**src/sv/fevd_pkg.sv**
```systemverilog
// ----------------------------------------------------------------------------
// fevd_pkg
// Shared widths, register indexes, reset values and stage structs for the
// frame energy voice detector.
// ----------------------------------------------------------------------------
package fevd_pkg;

  localparam int unsigned SampleW  = 16;
  localparam int unsigned SqW      = 31;
  localparam int unsigned EnergyW  = 43;
  localparam int unsigned ThrW     = 30;
  localparam int unsigned SilW     = 24;
  localparam int unsigned PreW     = 16;
  localparam int unsigned CfgIdxW  = 2;
  localparam int unsigned CfgDataW = 30;

  localparam logic [ThrW-1:0] ThrReset = 30'd107374;
  localparam logic [SilW-1:0] SilReset = 24'd8000;
  localparam logic [PreW-1:0] PreReset = 16'd3200;

  typedef enum logic [CfgIdxW-1:0] {
    CfgThreshold    = 2'd0,
    CfgSilenceLimit = 2'd1,
    CfgPrerollLimit = 2'd2
  } cfg_idx_e;

  // One slot of the pipeline: occupied, and whether it carries a take request
  typedef struct packed {
    logic valid;
    logic take;
  } fevd_tok_t;

  typedef struct packed {
    logic            speech_active;
    logic            frame_voiced;
    logic            speech_onset;
    logic [PreW-1:0] preroll_count;
    logic            flush_ready;
  } fevd_res_t;

endpackage

```
**src/sv/fevd_accum.sv**
```systemverilog
// ----------------------------------------------------------------------------
// fevd_accum
// Squares each sample, then accumulates energy and length of the open frame
// and hands the totals on when the frame closes.
// ----------------------------------------------------------------------------
module fevd_accum
  import fevd_pkg::*;
#(
  parameter int unsigned MaxFrame = 4096,
  localparam int unsigned LenW    = $clog2(MaxFrame + 1)
) (
  input  logic                      clk_i,
  input  logic                      rst_ni,
  input  logic                      en_i,
  input  fevd_tok_t                 tok_i,
  input  logic signed [SampleW-1:0] sample_i,
  input  logic                      frame_end_i,
  output fevd_tok_t                 tok_o,
  output logic [EnergyW-1:0]        energy_o,
  output logic [LenW-1:0]           len_o
);

  logic signed [2*SampleW-1:0] prod;
  logic [SqW-1:0]              sq_q;
  fevd_tok_t                   sq_tok_q;
  logic                        sq_fend_q;

  logic [EnergyW-1:0] esum_q;
  logic [LenW-1:0]    len_q;
  logic [EnergyW:0]   esum_ext;
  logic [EnergyW-1:0] esum_new;
  logic [LenW-1:0]    len_new;
  logic               close;

  always_comb begin
    prod     = sample_i * sample_i;
    esum_ext = {1'b0, esum_q} + {{(EnergyW + 1 - SqW){1'b0}}, sq_q};
    esum_new = esum_ext[EnergyW] ? {EnergyW{1'b1}} : esum_ext[EnergyW-1:0];
    len_new  = len_q + 1'b1;
    close    = sq_fend_q || (len_new == LenW'(MaxFrame));
  end

  always_ff @(posedge clk_i or negedge rst_ni) begin
    if (!rst_ni) begin
      sq_tok_q <= '0;
      tok_o    <= '0;
      esum_q   <= '0;
      len_q    <= '0;
    end else if (en_i) begin
      sq_tok_q <= tok_i;
      // pass on a take or a closing sample, drop everything else
      tok_o    <= (sq_tok_q.valid && (sq_tok_q.take || close)) ? sq_tok_q : '0;
      if (sq_tok_q.valid) begin
        if (sq_tok_q.take || close) begin
          // clear the frame: drop it on a take, restart it after a closing sample
          esum_q <= '0;
          len_q  <= '0;
        end else begin
          esum_q <= esum_new;
          len_q  <= len_new;
        end
      end
    end
  end

  always_ff @(posedge clk_i) begin
    if (en_i) begin
      sq_q      <= prod[SqW-1:0];
      sq_fend_q <= frame_end_i;
      energy_o  <= esum_new;
      len_o     <= len_new;
    end
  end

endmodule

```
**src/sv/fevd_decide.sv**
```systemverilog
// ----------------------------------------------------------------------------
// fevd_decide
// Forms the frame threshold, compares it with the frame energy and updates
// the speech, silence and pre-roll state for each closed frame.
// ----------------------------------------------------------------------------
module fevd_decide
  import fevd_pkg::*;
#(
  parameter int unsigned MaxFrame = 4096,
  localparam int unsigned LenW    = $clog2(MaxFrame + 1)
) (
  input  logic               clk_i,
  input  logic               rst_ni,
  input  logic               en_i,
  input  fevd_tok_t          tok_i,
  input  logic [EnergyW-1:0] energy_i,
  input  logic [LenW-1:0]    len_i,
  input  logic [ThrW-1:0]    threshold_i,
  input  logic [SilW-1:0]    silence_limit_i,
  input  logic [PreW-1:0]    preroll_limit_i,
  output logic               res_valid_o,
  output fevd_res_t          res_o
);

  localparam int unsigned ProdW = ThrW + LenW;
  localparam int unsigned CmpW  = (ProdW > EnergyW) ? ProdW : EnergyW;

  // threshold product stage
  fevd_tok_t          p_tok_q;
  logic [ProdW-1:0]   p_prod_q;
  logic [EnergyW-1:0] p_energy_q;
  logic [LenW-1:0]    p_len_q;

  // compare stage
  fevd_tok_t       c_tok_q;
  logic            c_voiced_q;
  logic [LenW-1:0] c_len_q;

  // speech state
  logic            active_q, active_d;
  logic [SilW-1:0] silence_q, silence_d;
  logic [PreW-1:0] preroll_q, preroll_d;

  logic [SilW:0]   sil_sum;
  logic [PreW:0]   pre_sum;
  logic [PreW-1:0] pre_capped;

  always_comb begin
    sil_sum    = {1'b0, silence_q} + (SilW + 1)'(c_len_q);
    pre_sum    = {1'b0, preroll_q} + (PreW + 1)'(c_len_q);
    pre_capped = (pre_sum > {1'b0, preroll_limit_i}) ? preroll_limit_i
                                                      : pre_sum[PreW-1:0];
    active_d  = active_q;
    silence_d = silence_q;
    preroll_d = preroll_q;
    res_o     = '0;
    if (c_voiced_q) begin
      // onset reports and empties the pre-roll
      res_o.speech_onset  = !active_q;
      res_o.preroll_count = active_q ? '0 : preroll_q;
      preroll_d           = active_q ? preroll_q : '0;
      active_d            = 1'b1;
      silence_d           = '0;
    end else if (active_q) begin
      silence_d = sil_sum[SilW] ? {SilW{1'b1}} : sil_sum[SilW-1:0];
    end else begin
      preroll_d = pre_capped;
    end
    res_o.speech_active = active_d;
    res_o.frame_voiced  = c_voiced_q;
    res_o.flush_ready   = active_d && (silence_d >= silence_limit_i);
    res_valid_o         = c_tok_q.valid && !c_tok_q.take;
  end

  always_ff @(posedge clk_i or negedge rst_ni) begin
    if (!rst_ni) begin
      p_tok_q   <= '0;
      c_tok_q   <= '0;
      active_q  <= 1'b0;
      silence_q <= '0;
      preroll_q <= '0;
    end else if (en_i) begin
      p_tok_q <= tok_i;
      c_tok_q <= p_tok_q;
      if (c_tok_q.valid) begin
        if (c_tok_q.take) begin
          active_q  <= 1'b0;
          silence_q <= '0;
          preroll_q <= '0;
        end else begin
          active_q  <= active_d;
          silence_q <= silence_d;
          preroll_q <= preroll_d;
        end
      end
    end
  end

  always_ff @(posedge clk_i) begin
    if (en_i) begin
      p_prod_q   <= threshold_i * len_i;
      p_energy_q <= energy_i;
      p_len_q    <= len_i;
      c_voiced_q <= CmpW'(p_energy_q) > CmpW'(p_prod_q);
      c_len_q    <= p_len_q;
    end
  end

endmodule

```
**src/sv/frame_energy_voice_detector.sv**
```systemverilog
// ----------------------------------------------------------------------------
// frame_energy_voice_detector
// Frame energy speech detector: one result per closed frame, none for other
// samples or take requests.
// ----------------------------------------------------------------------------
// Path: input register, square, accumulate, product, compare, output register.
// Throughput: one request per cycle; the pipeline stalls only when the output
// register and its skid slot both hold results.
// Reset: detector state and all slots clear; registers return to defaults.
// ----------------------------------------------------------------------------
module frame_energy_voice_detector
  import fevd_pkg::*;
#(
  parameter int unsigned MAX_FRAME_SAMPLES = 4096
) (
  input  logic                      clk_i,
  input  logic                      rst_ni,
  input  logic                      in_valid_i,
  output logic                      in_ready_o,
  input  logic                      req_type_i,
  input  logic signed [SampleW-1:0] sample_i,
  input  logic                      frame_end_i,
  output logic                      out_valid_o,
  input  logic                      out_ready_i,
  output logic                      speech_active_o,
  output logic                      frame_voiced_o,
  output logic                      speech_onset_o,
  output logic [PreW-1:0]           preroll_count_o,
  output logic                      flush_ready_o,
  input  logic                      cfg_valid_i,
  output logic                      cfg_ready_o,
  input  logic [CfgIdxW-1:0]        cfg_index_i,
  input  logic [CfgDataW-1:0]       cfg_data_i
);

  localparam int unsigned LenW = $clog2(MAX_FRAME_SAMPLES + 1);

  logic [ThrW-1:0] thr_q;
  logic [SilW-1:0] sil_lim_q;
  logic [PreW-1:0] pre_lim_q;

  logic                      en;
  fevd_tok_t                 a_tok_q;
  logic signed [SampleW-1:0] a_sample_q;
  logic                      a_fend_q;

  fevd_tok_t          acc_tok;
  logic [EnergyW-1:0] acc_energy;
  logic [LenW-1:0]    acc_len;

  logic      res_valid;
  fevd_res_t res;
  logic      res_fire;

  logic      out_v_q, skid_v_q;
  fevd_res_t out_q, skid_q;

  assign cfg_ready_o = 1'b1;
  assign en          = !skid_v_q;
  assign in_ready_o  = en;
  assign res_fire    = en && res_valid;

  always_ff @(posedge clk_i or negedge rst_ni) begin
    if (!rst_ni) begin
      thr_q     <= ThrReset;
      sil_lim_q <= SilReset;
      pre_lim_q <= PreReset;
    end else if (cfg_valid_i) begin
      unique case (cfg_index_i)
        CfgThreshold:    thr_q     <= cfg_data_i[ThrW-1:0];
        CfgSilenceLimit: sil_lim_q <= cfg_data_i[SilW-1:0];
        CfgPrerollLimit: pre_lim_q <= cfg_data_i[PreW-1:0];
        default: ;
      endcase
    end
  end

  always_ff @(posedge clk_i or negedge rst_ni) begin
    if (!rst_ni) begin
      a_tok_q <= '0;
    end else if (en) begin
      a_tok_q.valid <= in_valid_i;
      a_tok_q.take  <= req_type_i;
    end
  end

  always_ff @(posedge clk_i) begin
    if (en) begin
      a_sample_q <= sample_i;
      a_fend_q   <= frame_end_i;
    end
  end

  fevd_accum #(
    .MaxFrame (MAX_FRAME_SAMPLES)
  ) u_accum (
    .clk_i       (clk_i),
    .rst_ni      (rst_ni),
    .en_i        (en),
    .tok_i       (a_tok_q),
    .sample_i    (a_sample_q),
    .frame_end_i (a_fend_q),
    .tok_o       (acc_tok),
    .energy_o    (acc_energy),
    .len_o       (acc_len)
  );

  fevd_decide #(
    .MaxFrame (MAX_FRAME_SAMPLES)
  ) u_decide (
    .clk_i           (clk_i),
    .rst_ni          (rst_ni),
    .en_i            (en),
    .tok_i           (acc_tok),
    .energy_i        (acc_energy),
    .len_i           (acc_len),
    .threshold_i     (thr_q),
    .silence_limit_i (sil_lim_q),
    .preroll_limit_i (pre_lim_q),
    .res_valid_o     (res_valid),
    .res_o           (res)
  );

  // Output register with one skid slot behind it
  always_ff @(posedge clk_i or negedge rst_ni) begin
    if (!rst_ni) begin
      out_v_q  <= 1'b0;
      skid_v_q <= 1'b0;
    end else begin
      if (out_v_q && out_ready_i) begin
        if (skid_v_q) begin
          skid_v_q <= 1'b0;
        end else begin
          out_v_q <= res_fire;
        end
      end else if (!out_v_q) begin
        out_v_q <= res_fire;
      end else if (res_fire) begin
        skid_v_q <= 1'b1;
      end
    end
  end

  always_ff @(posedge clk_i) begin
    if (out_v_q && out_ready_i) begin
      if (skid_v_q) begin
        out_q <= skid_q;
      end else if (res_fire) begin
        out_q <= res;
      end
    end else if (!out_v_q) begin
      if (res_fire) begin
        out_q <= res;
      end
    end else if (res_fire) begin
      skid_q <= res;
    end
  end

  assign out_valid_o     = out_v_q;
  assign speech_active_o = out_q.speech_active;
  assign frame_voiced_o  = out_q.frame_voiced;
  assign speech_onset_o  = out_q.speech_onset;
  assign preroll_count_o = out_q.preroll_count;
  assign flush_ready_o   = out_q.flush_ready;

endmodule

```
**config.mk**
```make
export PLATFORM = sky130hd
export DESIGN_NAME = frame_energy_voice_detector
export DESIGN_NICKNAME = d
export VERILOG_FILES = /design/src/sv/fevd_pkg.sv /design/src/sv/fevd_accum.sv /design/src/sv/fevd_decide.sv /design/src/sv/frame_energy_voice_detector.sv
export SDC_FILE = /design/constraint.sdc
export NUM_CORES = 2
export LEC_CHECK = 0
export ABC_CLOCK_PERIOD_IN_PS = 10250
export BUFFER_PORTS_ARGS = -buffer_cell sky130_fd_sc_hd__buf_2
export CAP_MARGIN = 10
export CORE_ASPECT_RATIO = 2
export CORE_UTILIZATION = 45
export DETAILED_ROUTE_END_ITERATION = 8
export MAX_ROUTING_LAYER = met4
export PLACE_DENSITY = 0.64
export SETUP_SLACK_MARGIN = 0.2
export SYNTH_ARGS = -nofsm -noshare
export SYNTH_HDL_FRONTEND = slang
export SYNTH_SLANG_ARGS = --single-unit
```
**constraint.sdc**
```tcl
create_clock -name clk_i -period 10.25 [get_ports clk_i]
set_clock_uncertainty 0.15 [all_clocks]
set_input_delay 1.5375 -clock clk_i [delete_from_list [all_inputs] [get_ports clk_i]]
set_output_delay 1.5375 -clock clk_i [all_outputs]
set_load 0.02 [all_outputs]
```
==> flow_summary.ini <==
[route]
drt_iter0_markers = 1315
dr.pass1.iters = 5
drc = 0
vias = 28900
antenna_left = 0
viasPerCell = 5.381
wirelength_um = 99460
wl_per_cell_um = 18.52

[final_layout]
diodes = 0
area_delta_synth_final_pct = 7.407
drive_above_1_share = 0.07696
finalNonFillerCells = 5371
finalNetCount = 5043
final_cell_mix = 751 x inv_1, 539 x fa_1, 491 x nand2_1
final_common_cell = inv_1

[placed_design]
gp_congestion = 0.9174
io_buffers = 76
dp.cells = 5285
dpl.hpwl_um = 80050

[grt]
grt_max_degree = 69
gr-usage-all-layers = 0.2270
grt-ovfl-total = 0
grt_pass1_vias = 31700
antenna_found_initial = 0
grt_pass1_wl_um = 162900

[worst_setup_path]
slowest_delay_ns = 0.72
cpMostUsedCell = fa_1
crit_arrival_ns = 7.66
cp-end-kind = flip-flop
path_cells = inv_1 -> nor2_1 -> fa_1 -> inv_1 -> fa_1 -> inv_1 -> fa_1 -> fa_1 -> fa_1 -> inv_1 -> fa_1 -> inv_1 -> ha_1 -> nand4_1 -> or2_2 -> o311ai_0 -> a31o_2 -> a21oi_1 -> xnor2_1
cp_max_fo = 18
cp_slowest_cell = fa_1
path_delay_family = adder cells
critPathLaunchType = flip-flop
critPathKind = reg -> reg
rrSetupSlack_ns = 2.78
cp_num_buf_inv = 5
cp.required_ns = 10.43

[clock_network]
path_clk_slew_ns = 0.07
cts_max_path_buffers = 3
ctsHtreeMaxLevel = 2
ctsHoldBuffers = 0
numCtsBuffers = 44
clkSinkCount = 436
ctsResizeCount = 0
postCtsSetupBuffers = 0
clk_latency_ns = 0.62
root_buffer = clkbuf_16
tritoncts = yes

[synthesis]
synthCells = 4135
synth_seq_cells = 436
synth_top_flop_cell = edfxtp_1
ys_types = 86
synth_edf_count = 257
syn_area_sq_um = 41890
syn-num-nets = 5043
async_flop_share = 0.4106
ys_seq_area_frac = 0.2917
synth_area_per_cell_sq_um = 10.13
yosys_warnings = 0

[floorplanning]
die_x_um = 217.8
coreArea_sq_um = 92520
die_area_sq_um = 94390
std_cell_rows = 158
io_pins = 78
die_h_um = 433.5
initial_core_util = 0.4528

[sta]
relSlewSlack = 0.1225
min_period_over_period = 0.7290
hold_viol_final = 0
tns_ns = 0
hold_ws_ns = 0.2666
tightest_slew_ns = 1.316
rsz0062_at_grt = false
max_freq_mhz = 133.8
setup_viol = 0
min_period_ns = 7.473
drv_slew = 0

[status]
status = completed

[job]
maxCapViolations = 0

[min_path]
worstHoldPathType = reg -> reg
cell type report:
class / instances / area [sq um]
fill: 8597 / 47520
multi-input combinational: 2792 / 26260
sequential: 436 / 12220
inverter: 753 / 2834
tap: 1200 / 1501
clock buffer: 57 / 1180
timing repair buffer: 108 / 696.9
clock inverter: 25 / 300.3
synthesized netlist by cell type (all sizes together) (8+ instances only):
master,number,share of area
ha,314,0.094
inv,752,0.067
or2,13,0.0019
and2,196,0.029
xnor2,97,0.020
a311oi,12,0.0027
o21bai,17,0.0030
mux2,82,0.022
dfstp,19,0.012
mux2i,38,0.0091
nand2b,28,0.0042
nand2,491,0.044
nor3,47,0.0057
o21a,15,0.0027
a211oi,30,0.0054
and3,18,0.0027
buf,15,0.0020
o211ai,15,0.0028
edfxtp,257,0.18
clkbuf,139,0.012
or3,14,0.0021
a31o,8,0.0017
nor2,161,0.015
dfrtp,160,0.096
a21oi,139,0.017
a22o,34,0.0071
nand3,49,0.0061
fa,539,0.26
nand4,24,0.0036
o31ai,13,0.0024
a31oi,24,0.0036
o21ai,155,0.019
a21o,61,0.011
xor2,47,0.0098
nor2b,26,0.0039
kinds of logic (layout without fill, tap and decap cells):
| logic type | count (synthesis) | count (layout) | share of synthesized area |
|---|---|---|---|
| buf+inv | 907 | 943 | 0.08192 |
| flops | 436 | 436 | 0.2917 |
| fa+ha+maj | 853 | 853 | 0.3513 |
| xor+xnor | 144 | 144 | 0.03010 |
| compound gates | 584 | 584 | 0.09127 |
| other cells | 1 | 1 | 0.00008951 |
| simple gates | 1090 | 1090 | 0.1225 |
| mux | 120 | 120 | 0.03112 |
per-layer routing:
layer	vias up	wire length (um)	global-route usage
met2	634	56430	0.4384
met1	14560	33700	0.2138
met3	327	2572	0.01949
li1	13380	-	-
met5	-	0	-
met4	0	6755	0.1350
final timing paths:
kind	start	endpoint	cells past startpoint
min	u_accum.energy_o[13]$_DFFE_PN_	u_decide.p_energy_q[13]$_DFFE_PN_	0
min reg2reg	u_accum.energy_o[13]$_DFFE_PN_	u_decide.p_energy_q[13]$_DFFE_PN_	0
max	a_sample_q[15]$_DFFE_PN_	u_accum.sq_q[30]$_DFFE_PN_	19
min in group asynchronous	rst_ni	pre_lim_q[1]$_DFFE_PN0P_	1
max in group asynchronous	rst_ni	u_accum.esum_q[28]$_DFFE_PN0P_	2
max reg2reg	a_sample_q[15]$_DFFE_PN_	u_accum.sq_q[30]$_DFFE_PN_	19
registers in the layout, indices dropped and copies added (netlist names), 13 cells and up:
signal               count
preroll_count_o         16
u_decide.p_len_q        13
skid_q                  20
u_accum.energy_o        43
u_accum.len_o           13
pre_lim_q               16
u_accum.len_q           13
a_sample_q              16
u_decide.p_prod_q       43
sil_lim_q               24
u_decide.p_energy_q     43
u_accum.esum_q          43
u_decide.preroll_q      16
u_decide.silence_q      24
thr_q                   30
u_accum.sq_q            30
u_decide.c_len_q        13
metrics by stage:
| step | cell area (sq um) | utilization | setup slack [ns] |
|---|---|---|---|
| floorplan | 41890 | - | 3.102 |
| global placement | 43420 | 0.4693 | 2.907 |
| detailed placement | 43420 | 0.4693 | 2.851 |
| CTS | 44900 | 0.4853 | 2.826 |
| global route | 45000 | 0.4864 | 2.267 |
| finish | 45000 | 0.4864 | 2.777 |
worst reg2reg max path: stages, from the launching register on:
cell and delay, ns:
edfxtp_1 0.64, inv_1 0.57, nor2_1 0.11, fa_1 0.72
inv_1 0.12, fa_1 0.56, inv_1 0.30, fa_1 0.50
fa_1 0.52, fa_1 0.50, inv_1 0.05, fa_1 0.47
inv_1 0.04, ha_1 0.39, nand4_1 0.14, or2_2 0.32
o311ai_0 0.62, a31o_2 0.26, a21oi_1 0.08, xnor2_1 0.13
Power is not shown: default switching activity piles up to over one toggle a cycle in this logic, so the estimate is an artifact.
